===== config.mk =====
export PLATFORM = sky130hd
export DESIGN_NAME = spi_adc_conversion_reader
export DESIGN_NICKNAME = d
export VERILOG_FILES = /design/src/rtl/sacr_pkg.sv /design/src/rtl/sacr_cfg.sv /design/src/rtl/sacr_seq.sv /design/src/rtl/spi_adc_conversion_reader.sv
export SDC_FILE = /design/constraint.sdc
export NUM_CORES = 1
export LEC_CHECK = 0
export BUFFER_PORTS_ARGS = -buffer_cell sky130_fd_sc_hd__buf_2
export CAP_MARGIN = 30
export CORE_MARGIN = 1.5
export CORE_UTILIZATION = 50
export DETAILED_ROUTE_END_ITERATION = 10
export GPL_TIMING_DRIVEN = 0
export PLACE_DENSITY = 0.71
export SLEW_MARGIN = 15
export SYNTH_ARGS = -nofsm -noshare
export SYNTH_HDL_FRONTEND = slang
export SYNTH_SLANG_ARGS = --single-unit

===== constraint.sdc =====
create_clock -name clk -period 3.55 [get_ports clk]
set_input_delay 0.71 -clock clk [delete_from_list [all_inputs] [get_ports clk]]
set_output_delay 0.71 -clock clk [all_outputs]
set_load 0.005 [all_outputs]

===== src/rtl/sacr_pkg.sv =====
// Shared types, codes and constants for the SPI converter reader.
package sacr_pkg;

  localparam int LINE_W          = 4;
  localparam int DEV_W           = 2;
  localparam int TICK_W          = 10;
  localparam int BIT_W           = 4;
  localparam int SHIFT_W         = 13;
  localparam int SAMPLE_W        = 12;
  localparam int DEF_NUM_DEVICES = 4;

  localparam logic [BIT_W-1:0] CMD_BITS     = 4'd4;
  localparam logic [BIT_W-1:0] DATA_BITS    = 4'd13;
  localparam logic [BIT_W-1:0] CMD_MODE_POS = 4'd1;
  localparam logic [BIT_W-1:0] CMD_CHAN_POS = 4'd2;

  localparam logic [TICK_W-1:0] RST_HALF_PERIOD = 10'd100;
  localparam logic [TICK_W-1:0] RST_SETUP       = 10'd20;
  localparam logic [TICK_W-1:0] RST_TAIL        = 10'd100;

  // Configuration register indexes
  typedef enum logic [1:0] {
    CFG_HALF_PERIOD = 2'd0,
    CFG_SETUP       = 2'd1,
    CFG_TAIL        = 2'd2
  } cfg_idx_t;

  typedef struct packed {
    logic [TICK_W-1:0] half_period_ticks;
    logic [TICK_W-1:0] setup_ticks;
    logic [TICK_W-1:0] tail_ticks;
  } cfg_regs_t;

  typedef struct packed {
    logic              start_req;
    logic [DEV_W-1:0]  device_index;
    logic              channel;
    logic              single_ended;
    logic [LINE_W-1:0] data_lines;
  } in_item_t;

  typedef struct packed {
    logic [LINE_W-1:0]   select_lines;
    logic [LINE_W-1:0]   clock_lines;
    logic [LINE_W-1:0]   command_lines;
    logic                busy_res;
    logic                done_res;
    logic [SAMPLE_W-1:0] sample;
  } out_res_t;

  typedef enum logic [6:0] {
    PH_IDLE      = 7'b0000001,
    PH_SETUP     = 7'b0000010,
    PH_CMD_HIGH  = 7'b0000100,
    PH_CMD_LOW   = 7'b0001000,
    PH_DATA_HIGH = 7'b0010000,
    PH_DATA_LOW  = 7'b0100000,
    PH_TAIL      = 7'b1000000
  } phase_t;

endpackage


===== src/rtl/sacr_cfg.sv =====
// Timing configuration registers of the SPI converter reader.
module sacr_cfg (
  input  logic                           clk,
  input  logic                           rst_n,
  input  logic                           wr_en,
  input  logic [1:0]                     wr_index,
  input  logic [sacr_pkg::TICK_W-1:0]    wr_data,
  output sacr_pkg::cfg_regs_t            regs
);
  import sacr_pkg::*;

  cfg_regs_t regs_r;

  always_ff @(posedge clk) begin
    if (!rst_n) begin
      regs_r.half_period_ticks <= RST_HALF_PERIOD;
      regs_r.setup_ticks       <= RST_SETUP;
      regs_r.tail_ticks        <= RST_TAIL;
    end else if (wr_en) begin
      unique case (wr_index)
        CFG_HALF_PERIOD: regs_r.half_period_ticks <= wr_data;
        CFG_SETUP:       regs_r.setup_ticks       <= wr_data;
        CFG_TAIL:        regs_r.tail_ticks        <= wr_data;
        default: ;  // unmapped index, write dropped
      endcase
    end
  end

  assign regs = regs_r;

endmodule


===== src/rtl/sacr_seq.sv =====
// Bus sequencer: phase, tick and bit counters, shift register, pin levels.
module sacr_seq #(
  parameter int NUM_DEVICES = sacr_pkg::DEF_NUM_DEVICES
) (
  input  logic                 clk,
  input  logic                 rst_n,
  input  logic                 step,
  input  sacr_pkg::in_item_t   item,
  input  sacr_pkg::cfg_regs_t  regs,
  output sacr_pkg::out_res_t   res_nxt
);
  import sacr_pkg::*;

  phase_t              phase_r, phase_nxt;
  logic [TICK_W-1:0]   tick_r, tick_nxt;
  logic [BIT_W-1:0]    bit_r, bit_nxt;
  logic [SHIFT_W-1:0]  shift_r, shift_nxt;
  logic [DEV_W-1:0]    dev_r, dev_nxt;
  logic                chan_r, chan_nxt;
  logic                mode_r, mode_nxt;
  logic                clk_lvl_r, clk_lvl_nxt;
  logic                cmd_lvl_r, cmd_lvl_nxt;
  logic [SAMPLE_W-1:0] hold_r, hold_nxt;
  logic                done;
  logic [TICK_W:0]     tick_inc;
  logic [TICK_W-1:0]   phase_len;
  logic [BIT_W-1:0]    bit_inc;
  logic [LINE_W-1:0]   dev_mask;

  assign tick_inc = {1'b0, tick_r} + {{TICK_W{1'b0}}, 1'b1};
  assign bit_inc  = bit_r + {{(BIT_W-1){1'b0}}, 1'b1};

  always_comb begin
    case (phase_r)
      PH_SETUP: phase_len = regs.setup_ticks;
      PH_TAIL:  phase_len = regs.tail_ticks;
      default:  phase_len = regs.half_period_ticks;
    endcase
  end

  always_comb begin
    phase_nxt   = phase_r;
    tick_nxt    = tick_r;
    bit_nxt     = bit_r;
    shift_nxt   = shift_r;
    dev_nxt     = dev_r;
    chan_nxt    = chan_r;
    mode_nxt    = mode_r;
    clk_lvl_nxt = clk_lvl_r;
    cmd_lvl_nxt = cmd_lvl_r;
    hold_nxt    = hold_r;
    done        = 1'b0;
    if (phase_r == PH_IDLE) begin
      if (item.start_req && (int'(item.device_index) < NUM_DEVICES)) begin
        dev_nxt     = item.device_index;
        chan_nxt    = item.channel;
        mode_nxt    = item.single_ended;
        phase_nxt   = PH_SETUP;
        tick_nxt    = '0;
        bit_nxt     = '0;
        shift_nxt   = '0;
        clk_lvl_nxt = 1'b0;
        cmd_lvl_nxt = 1'b1;
      end
    end else if (tick_inc < {1'b0, phase_len}) begin
      tick_nxt = tick_inc[TICK_W-1:0];
    end else begin
      tick_nxt = '0;
      unique case (phase_r)
        PH_SETUP: begin
          phase_nxt   = PH_CMD_HIGH;
          clk_lvl_nxt = 1'b1;
          bit_nxt     = '0;
        end
        PH_CMD_HIGH: begin
          // command pin moves on the falling edge
          phase_nxt   = PH_CMD_LOW;
          clk_lvl_nxt = 1'b0;
          if (bit_inc == CMD_MODE_POS)      cmd_lvl_nxt = mode_r;
          else if (bit_inc == CMD_CHAN_POS) cmd_lvl_nxt = chan_r;
          else                              cmd_lvl_nxt = 1'b1;
        end
        PH_CMD_LOW: begin
          clk_lvl_nxt = 1'b1;
          if (bit_inc >= CMD_BITS) begin
            bit_nxt   = '0;
            phase_nxt = PH_DATA_HIGH;
          end else begin
            bit_nxt   = bit_inc;
            phase_nxt = PH_CMD_HIGH;
          end
        end
        PH_DATA_HIGH: begin
          phase_nxt   = PH_DATA_LOW;
          clk_lvl_nxt = 1'b0;
        end
        PH_DATA_LOW: begin
          shift_nxt = {shift_r[SHIFT_W-2:0], item.data_lines[dev_r]};
          bit_nxt   = bit_inc;
          if (bit_inc >= DATA_BITS) begin
            phase_nxt   = PH_TAIL;
            cmd_lvl_nxt = 1'b1;
          end else begin
            phase_nxt   = PH_DATA_HIGH;
            clk_lvl_nxt = 1'b1;
          end
        end
        PH_TAIL: begin
          // drop the thirteenth bit, keep twelve MSB-first
          phase_nxt   = PH_IDLE;
          hold_nxt    = shift_r[SHIFT_W-1:1];
          done        = 1'b1;
          clk_lvl_nxt = 1'b0;
          cmd_lvl_nxt = 1'b1;
        end
        default: phase_nxt = PH_IDLE;
      endcase
    end
  end

  assign dev_mask = {{(LINE_W-1){1'b0}}, 1'b1} << dev_nxt;

  always_comb begin
    res_nxt.select_lines  = '1;
    res_nxt.clock_lines   = '0;
    res_nxt.command_lines = '1;
    if (phase_nxt != PH_IDLE) begin
      if (phase_nxt != PH_TAIL) res_nxt.select_lines  = ~dev_mask;
      if (clk_lvl_nxt)          res_nxt.clock_lines   = dev_mask;
      if (!cmd_lvl_nxt)         res_nxt.command_lines = ~dev_mask;
    end
    res_nxt.busy_res = (phase_nxt != PH_IDLE);
    res_nxt.done_res = done;
    res_nxt.sample   = hold_nxt;
  end

  always_ff @(posedge clk) begin
    if (!rst_n) begin
      phase_r   <= PH_IDLE;
      tick_r    <= '0;
      bit_r     <= '0;
      shift_r   <= '0;
      dev_r     <= '0;
      chan_r    <= 1'b0;
      mode_r    <= 1'b0;
      clk_lvl_r <= 1'b0;
      cmd_lvl_r <= 1'b1;
      hold_r    <= '0;
    end else if (step) begin
      phase_r   <= phase_nxt;
      tick_r    <= tick_nxt;
      bit_r     <= bit_nxt;
      shift_r   <= shift_nxt;
      dev_r     <= dev_nxt;
      chan_r    <= chan_nxt;
      mode_r    <= mode_nxt;
      clk_lvl_r <= clk_lvl_nxt;
      cmd_lvl_r <= cmd_lvl_nxt;
      hold_r    <= hold_nxt;
    end
  end

  a_done_from_tail: assert property (@(posedge clk) disable iff (!rst_n)
    res_nxt.done_res |-> (phase_r == PH_TAIL) && (phase_nxt == PH_IDLE))
    else $error("done raised outside the tail phase");

  a_clock_quiet: assert property (@(posedge clk) disable iff (!rst_n)
    (phase_r == PH_IDLE || phase_r == PH_SETUP || phase_r == PH_TAIL) |-> !clk_lvl_r)
    else $error("serial clock high outside a bit phase");

  // the count rests at thirteen through the tail and until the next start
  a_bit_range: assert property (@(posedge clk) disable iff (!rst_n)
    bit_r <= DATA_BITS)
    else $error("bit counter out of range");

  a_hold_steady: assert property (@(posedge clk) disable iff (!rst_n)
    !(step && done) |=> $stable(hold_r))
    else $error("sample changed without a done");

endmodule


===== src/rtl/spi_adc_conversion_reader.sv =====
// Top level of the tick-driven SPI reader for 12-bit two-channel converters.
//
// Usage:
//   Input channel (in_valid / in_stall / in_data): one request per timebase
//   tick, carrying the start request, device, channel, mode and the sampled
//   data-out pins of all devices. A request is taken on a rising edge with
//   in_valid high and in_stall low.
//   Result channel (out_valid / out_stall / out_data): exactly one result per
//   request, in order: the select, clock and command pin levels after that
//   tick, busy, a one-tick done pulse and the last sample.
//   Config channel (cfg_valid / cfg_ready / cfg_index / cfg_data): half
//   period, setup and tail tick counts; cfg_ready is always high. Write only
//   while no request is in flight.
//   A request passes an input register, then the sequencer logic into the
//   output register. Throughput is one request per cycle while the output
//   is not stalled, set by the sequencer state update.
//   A stalled output holds its result; the input register still takes one
//   more request, and in_stall rises only once both stages are full.
//   Reset (rst_n low, synchronous) empties both stages, idles the sequencer
//   (next result: select high, clock low, command high), loads 100/20/100 ticks.
module spi_adc_conversion_reader #(
  parameter int NUM_DEVICES = sacr_pkg::DEF_NUM_DEVICES
) (
  input  logic                        clk,
  input  logic                        rst_n,
  input  logic                        in_valid,
  output logic                        in_stall,
  input  sacr_pkg::in_item_t          in_data,
  output logic                        out_valid,
  input  logic                        out_stall,
  output sacr_pkg::out_res_t          out_data,
  input  logic                        cfg_valid,
  output logic                        cfg_ready,
  input  logic [1:0]                  cfg_index,
  input  logic [sacr_pkg::TICK_W-1:0] cfg_data
);
  import sacr_pkg::*;

  logic      s1_valid_r, s1_valid_nxt;
  in_item_t  s1_item_r;
  logic      out_valid_r, out_valid_nxt;
  out_res_t  out_data_r;
  out_res_t  res_nxt;
  cfg_regs_t regs;
  logic      in_take;
  logic      out_hold;
  logic      advance;

  // Output side blocked: a result waits and the receiver stalls.
  assign out_hold  = out_valid_r && out_stall;
  // The input-stage request moves into the sequencer and output register.
  assign advance   = s1_valid_r && !out_hold;
  assign in_stall  = s1_valid_r && out_hold;
  assign in_take   = in_valid && !in_stall;
  assign cfg_ready = 1'b1;

  assign s1_valid_nxt  = in_take || (s1_valid_r && !advance);
  assign out_valid_nxt = advance || out_hold;

  sacr_cfg u_cfg (
    .clk      (clk),
    .rst_n    (rst_n),
    .wr_en    (cfg_valid && cfg_ready),
    .wr_index (cfg_index),
    .wr_data  (cfg_data),
    .regs     (regs)
  );

  sacr_seq #(
    .NUM_DEVICES (NUM_DEVICES)
  ) u_seq (
    .clk     (clk),
    .rst_n   (rst_n),
    .step    (advance),
    .item    (s1_item_r),
    .regs    (regs),
    .res_nxt (res_nxt)
  );

  always_ff @(posedge clk) begin
    if (!rst_n) begin
      s1_valid_r  <= 1'b0;
      out_valid_r <= 1'b0;
    end else begin
      s1_valid_r  <= s1_valid_nxt;
      out_valid_r <= out_valid_nxt;
    end
  end

  // Payload registers, no reset needed.
  always_ff @(posedge clk) begin
    if (in_take) begin
      s1_item_r <= in_data;
    end
    if (advance) begin
      out_data_r <= res_nxt;
    end
  end

  assign out_valid = out_valid_r;
  assign out_data  = out_data_r;

  a_advance_lands: assert property (@(posedge clk) disable iff (!rst_n)
    advance |=> out_valid_r)
    else $error("advanced request left no result");

  a_full_means_stall: assert property (@(posedge clk) disable iff (!rst_n)
    (s1_valid_r && out_hold) |=> s1_valid_r && out_valid_r)
    else $error("a stage emptied while the output was stalled");

  a_no_take_when_full: assert property (@(posedge clk) disable iff (!rst_n)
    (in_valid && s1_valid_r && out_hold) |=> $stable(s1_item_r))
    else $error("input stage overwritten while full");

endmodule

==> results.cfg <==
[worst_setup_path]
critPathLaunch = u_seq.phase_r[4]$_SDFFE_PN0P_
worst_ep_required_time_ps = 3880
timing.rr.start = u_seq.phase_r[4]$_SDFFE_PN0P_
crit_type = reg -> reg
crit_fanout = 6
cp-end-kind = register
cp-start-kind = register
arrival_ps = 4140

[floorplan]
core.rowCount = 39
initial_core_util_pct = 51.7
die_h_um = 112
core_sq_um = 11500
dieArea_sq_um = 12600
die_w_um = 112
io_pins = 55

[placement]
placedCellCount = 800
port_buffers = 52
dpl_cell_area_sq_um = 6450
hpwl_mm = 10.2
dp_worst_setup_slack_ps = -713
gp_congestion = 0.904

[synthesis]
async_flop_share_pct = 0
synth-seq-cells = 119
synth_top_family_by_area = simple AND/OR/NAND/NOR gates
yosys-top-cells-area = dfxtp_1 (28%), edfxtp_1 (18%), nand2_1 (6.8%)
synth_compound_area_share_pct = 15.0
synthMuxAreaShare_pct = 8.45
synth-edff-count = 35
seq_area_frac_synth_pct = 45.9
synthesis.nets = 643
syn_area_sq_um = 5950
synth_fa_ha_area_share_pct = 2.73
netlist_instances = 604
yosys_warnings = 0
ys.flop_type = dfxtp_1
synth_top_area_cell = dfxtp_1
yosysTopAreaCellShare_pct = 28.3
avgSynthCellArea_sq_um = 9.85
synth_simple_gate_area_share_pct = 20.7
synthXorXnorAreaFrac_pct = 2.80
synth_cell_type_count = 69

[drt]
ant_nets = 0
wl_per_cell_um = 18.4
vias_per_cell = 5.97
totalWireLength_mm = 15.9
route.vias.total = 5164
drt_iter0_drc = 490
drt-pass1-iter-count = 9
drcViolationCount = 12

[timing]
slew_violations = 0
rsz0062_at_grt = true
fin_crit_sh_pct = 107
finalSetupViolations = 56
skew_ps = 10.9
fin_ws_ps = -260
post-route-min-period_ps = 3810
relSlewSlack_pct = 41.4
tns_ps = -7580
fmax_ghz = 0.262
finalHoldViolCount = 0
worst_slew_pin_slew_ps = 857

[global_route]
grt_max_degree = 19
grt_use_total_pct = 25.9
antenna_found_initial = 0
gr-total-overflow = 0
grt_pass1_wl_mm = 25.4
grt_pass1_vias = 5064

[hold_path]
holdCritPathClass = reg -> reg
worstHoldStart = u_seq.hold_r[3]$_SDFFE_PN0P_

[cts]
clk_pin_slew_worst_paths_ps = 50
cts_root_buf = clkbuf_16
clock-sinks = 119
clk_latency_ps = 430
cts_tree = done
cts_buffer_depth = 2
numCtsBuffers = 17
htree_levels = 4

[final_layout]
area_growth_pct = 29.4
ff_latch_area_sq_um = 2740
final_cells = 865
fin_area_sq_um = 7700
nFillCells = 865
post_route_cells_drive_above_1_share_pct = 27.3
layout_common_cells = nand2_1 (106), dfxtp_1 (80), buf_2 (57)
layout_commonest_cell = nand2_1
final_nets = 748
multi_input_area_sq_um = 3240
diodes = 0

[power]
peakVddDrop_mv = 0.337
power_density_nw_per_um2 = 466
p_leak_nw = 2.96

[run_status]
violations = design-rule violations, negative setup slack
status = finished, violations left

[job]
drv_cap = 0
-- critical path, cell delays in order, from the launching register on --
cell and delay (ps):
dfxtp_2 310, buf_6 120, or4_4 440, nor4b_4 310, clkbuf_8 220, a222oi_1 110, ha_1 320, nand4_1 160
or2_4 290, a2111o_1 420, buf_4 170, buf_6 120, a31oi_4 280, buf_6 180, nand4_1 130, o221ai_2 130
-- synth_stat cells, types with 14 or more instances --
cell / count
nand2_1: 107
dfxtp_1: 84
edfxtp_1: 35
mux2i_1: 30
nand3_1: 26
clkbuf_1: 25
a21boi_0: 19
a21oi_1: 17
nor3b_1: 17
nor2b_1: 16
o21ai_0: 16
nor2_1: 14
-- metal layers --
metal / track usage [%] / share of wire [%]
met1: 32.0 / 41
met2: 43.4 / 50
met3: 6.05 / 7.2
met4: 11.2 / 2.3
met5: 0 / 0
-- final cells by class --
type | count | area share (%)
clock buffers | 23 | 6.36
well taps | 143 | 2.32
clock inverters | 9 | 1.58
plain buffers | 39 | 3.22
flip-flops and latches | 119 | 35.6
inverters | 9 | 0.439
repair buffers | 89 | 8.39
multi-input cells | 434 | 42.1
-- timing repair --
item / CTS / global route
cloned: 4 / 0
setup buffers: 20 / 11
hold buffers: 0 / 0
endpoints found under the setup margin: 74 / 73
pin swaps: 19 / 14
gates resized for setup: 47 / 37
-- through the flow --
step | hold WS (ps) | total power, W | util (%)
2_1_floorplan | 432 | 0.00169 | -
3_3_place_gp | 441 | 0.00178 | 55.7
3_5_place_dp | 445 | 0.00180 | 56.0
4_1_cts | 443 | 0.00359 | 65.0
5_1_grt | 449 | 0.00370 | 66.8
6_report | 458 | 0.00359 | 66.8
-- flip-flops by register name (all words and copies together) (netlist names), 2 cells and up --
| name | count |
|---|---|
| u_seq.bit_r | 4 |
| u_seq.tick_r | 10 |
| s1_item_r | 9 |
| u_seq.shift_r | 13 |
| u_seq.phase_r | 7 |
| u_cfg.regs | 30 |
| u_seq.hold_r | 12 |
| out_data | 26 |
| u_seq.dev_r | 2 |
-- logic make-up (layout without fill, tap and decap cells) --
kind of cell             count (synthesis)  after routing
AO/OA/AOI/OAI                          117            117
XOR/XNOR                                19             19
adder cells (fa/ha/maj)                 13             13
buffers and inverters                   51            169
flip-flops                             119            119
multiplexers                            44             44
other                                    1              1
AND/OR/NAND/NOR                        240            240
-- path summary, 6_finish.rpt --
path,endpoint,cells after the start,slack (ps)
hold reg to reg,u_seq.hold_r[3]$_SDFFE_PN0P_,2,460
setup reg to reg,u_seq.shift_r[4]$_SDFFE_PN0P_,15,-260
setup / recovery,u_seq.shift_r[4]$_SDFFE_PN0P_,15,-260
hold / removal,u_seq.hold_r[3]$_SDFFE_PN0P_,2,460
-- power by group --
group / switching (W) / internal (W)
clock: 0.000606 / 0.00117
sequential: 0.0000240 / 0.00144
combinational: 0.000218 / 0.000126
total: 0.000848 / 0.00274
Power figures use the tool's default switching activity.
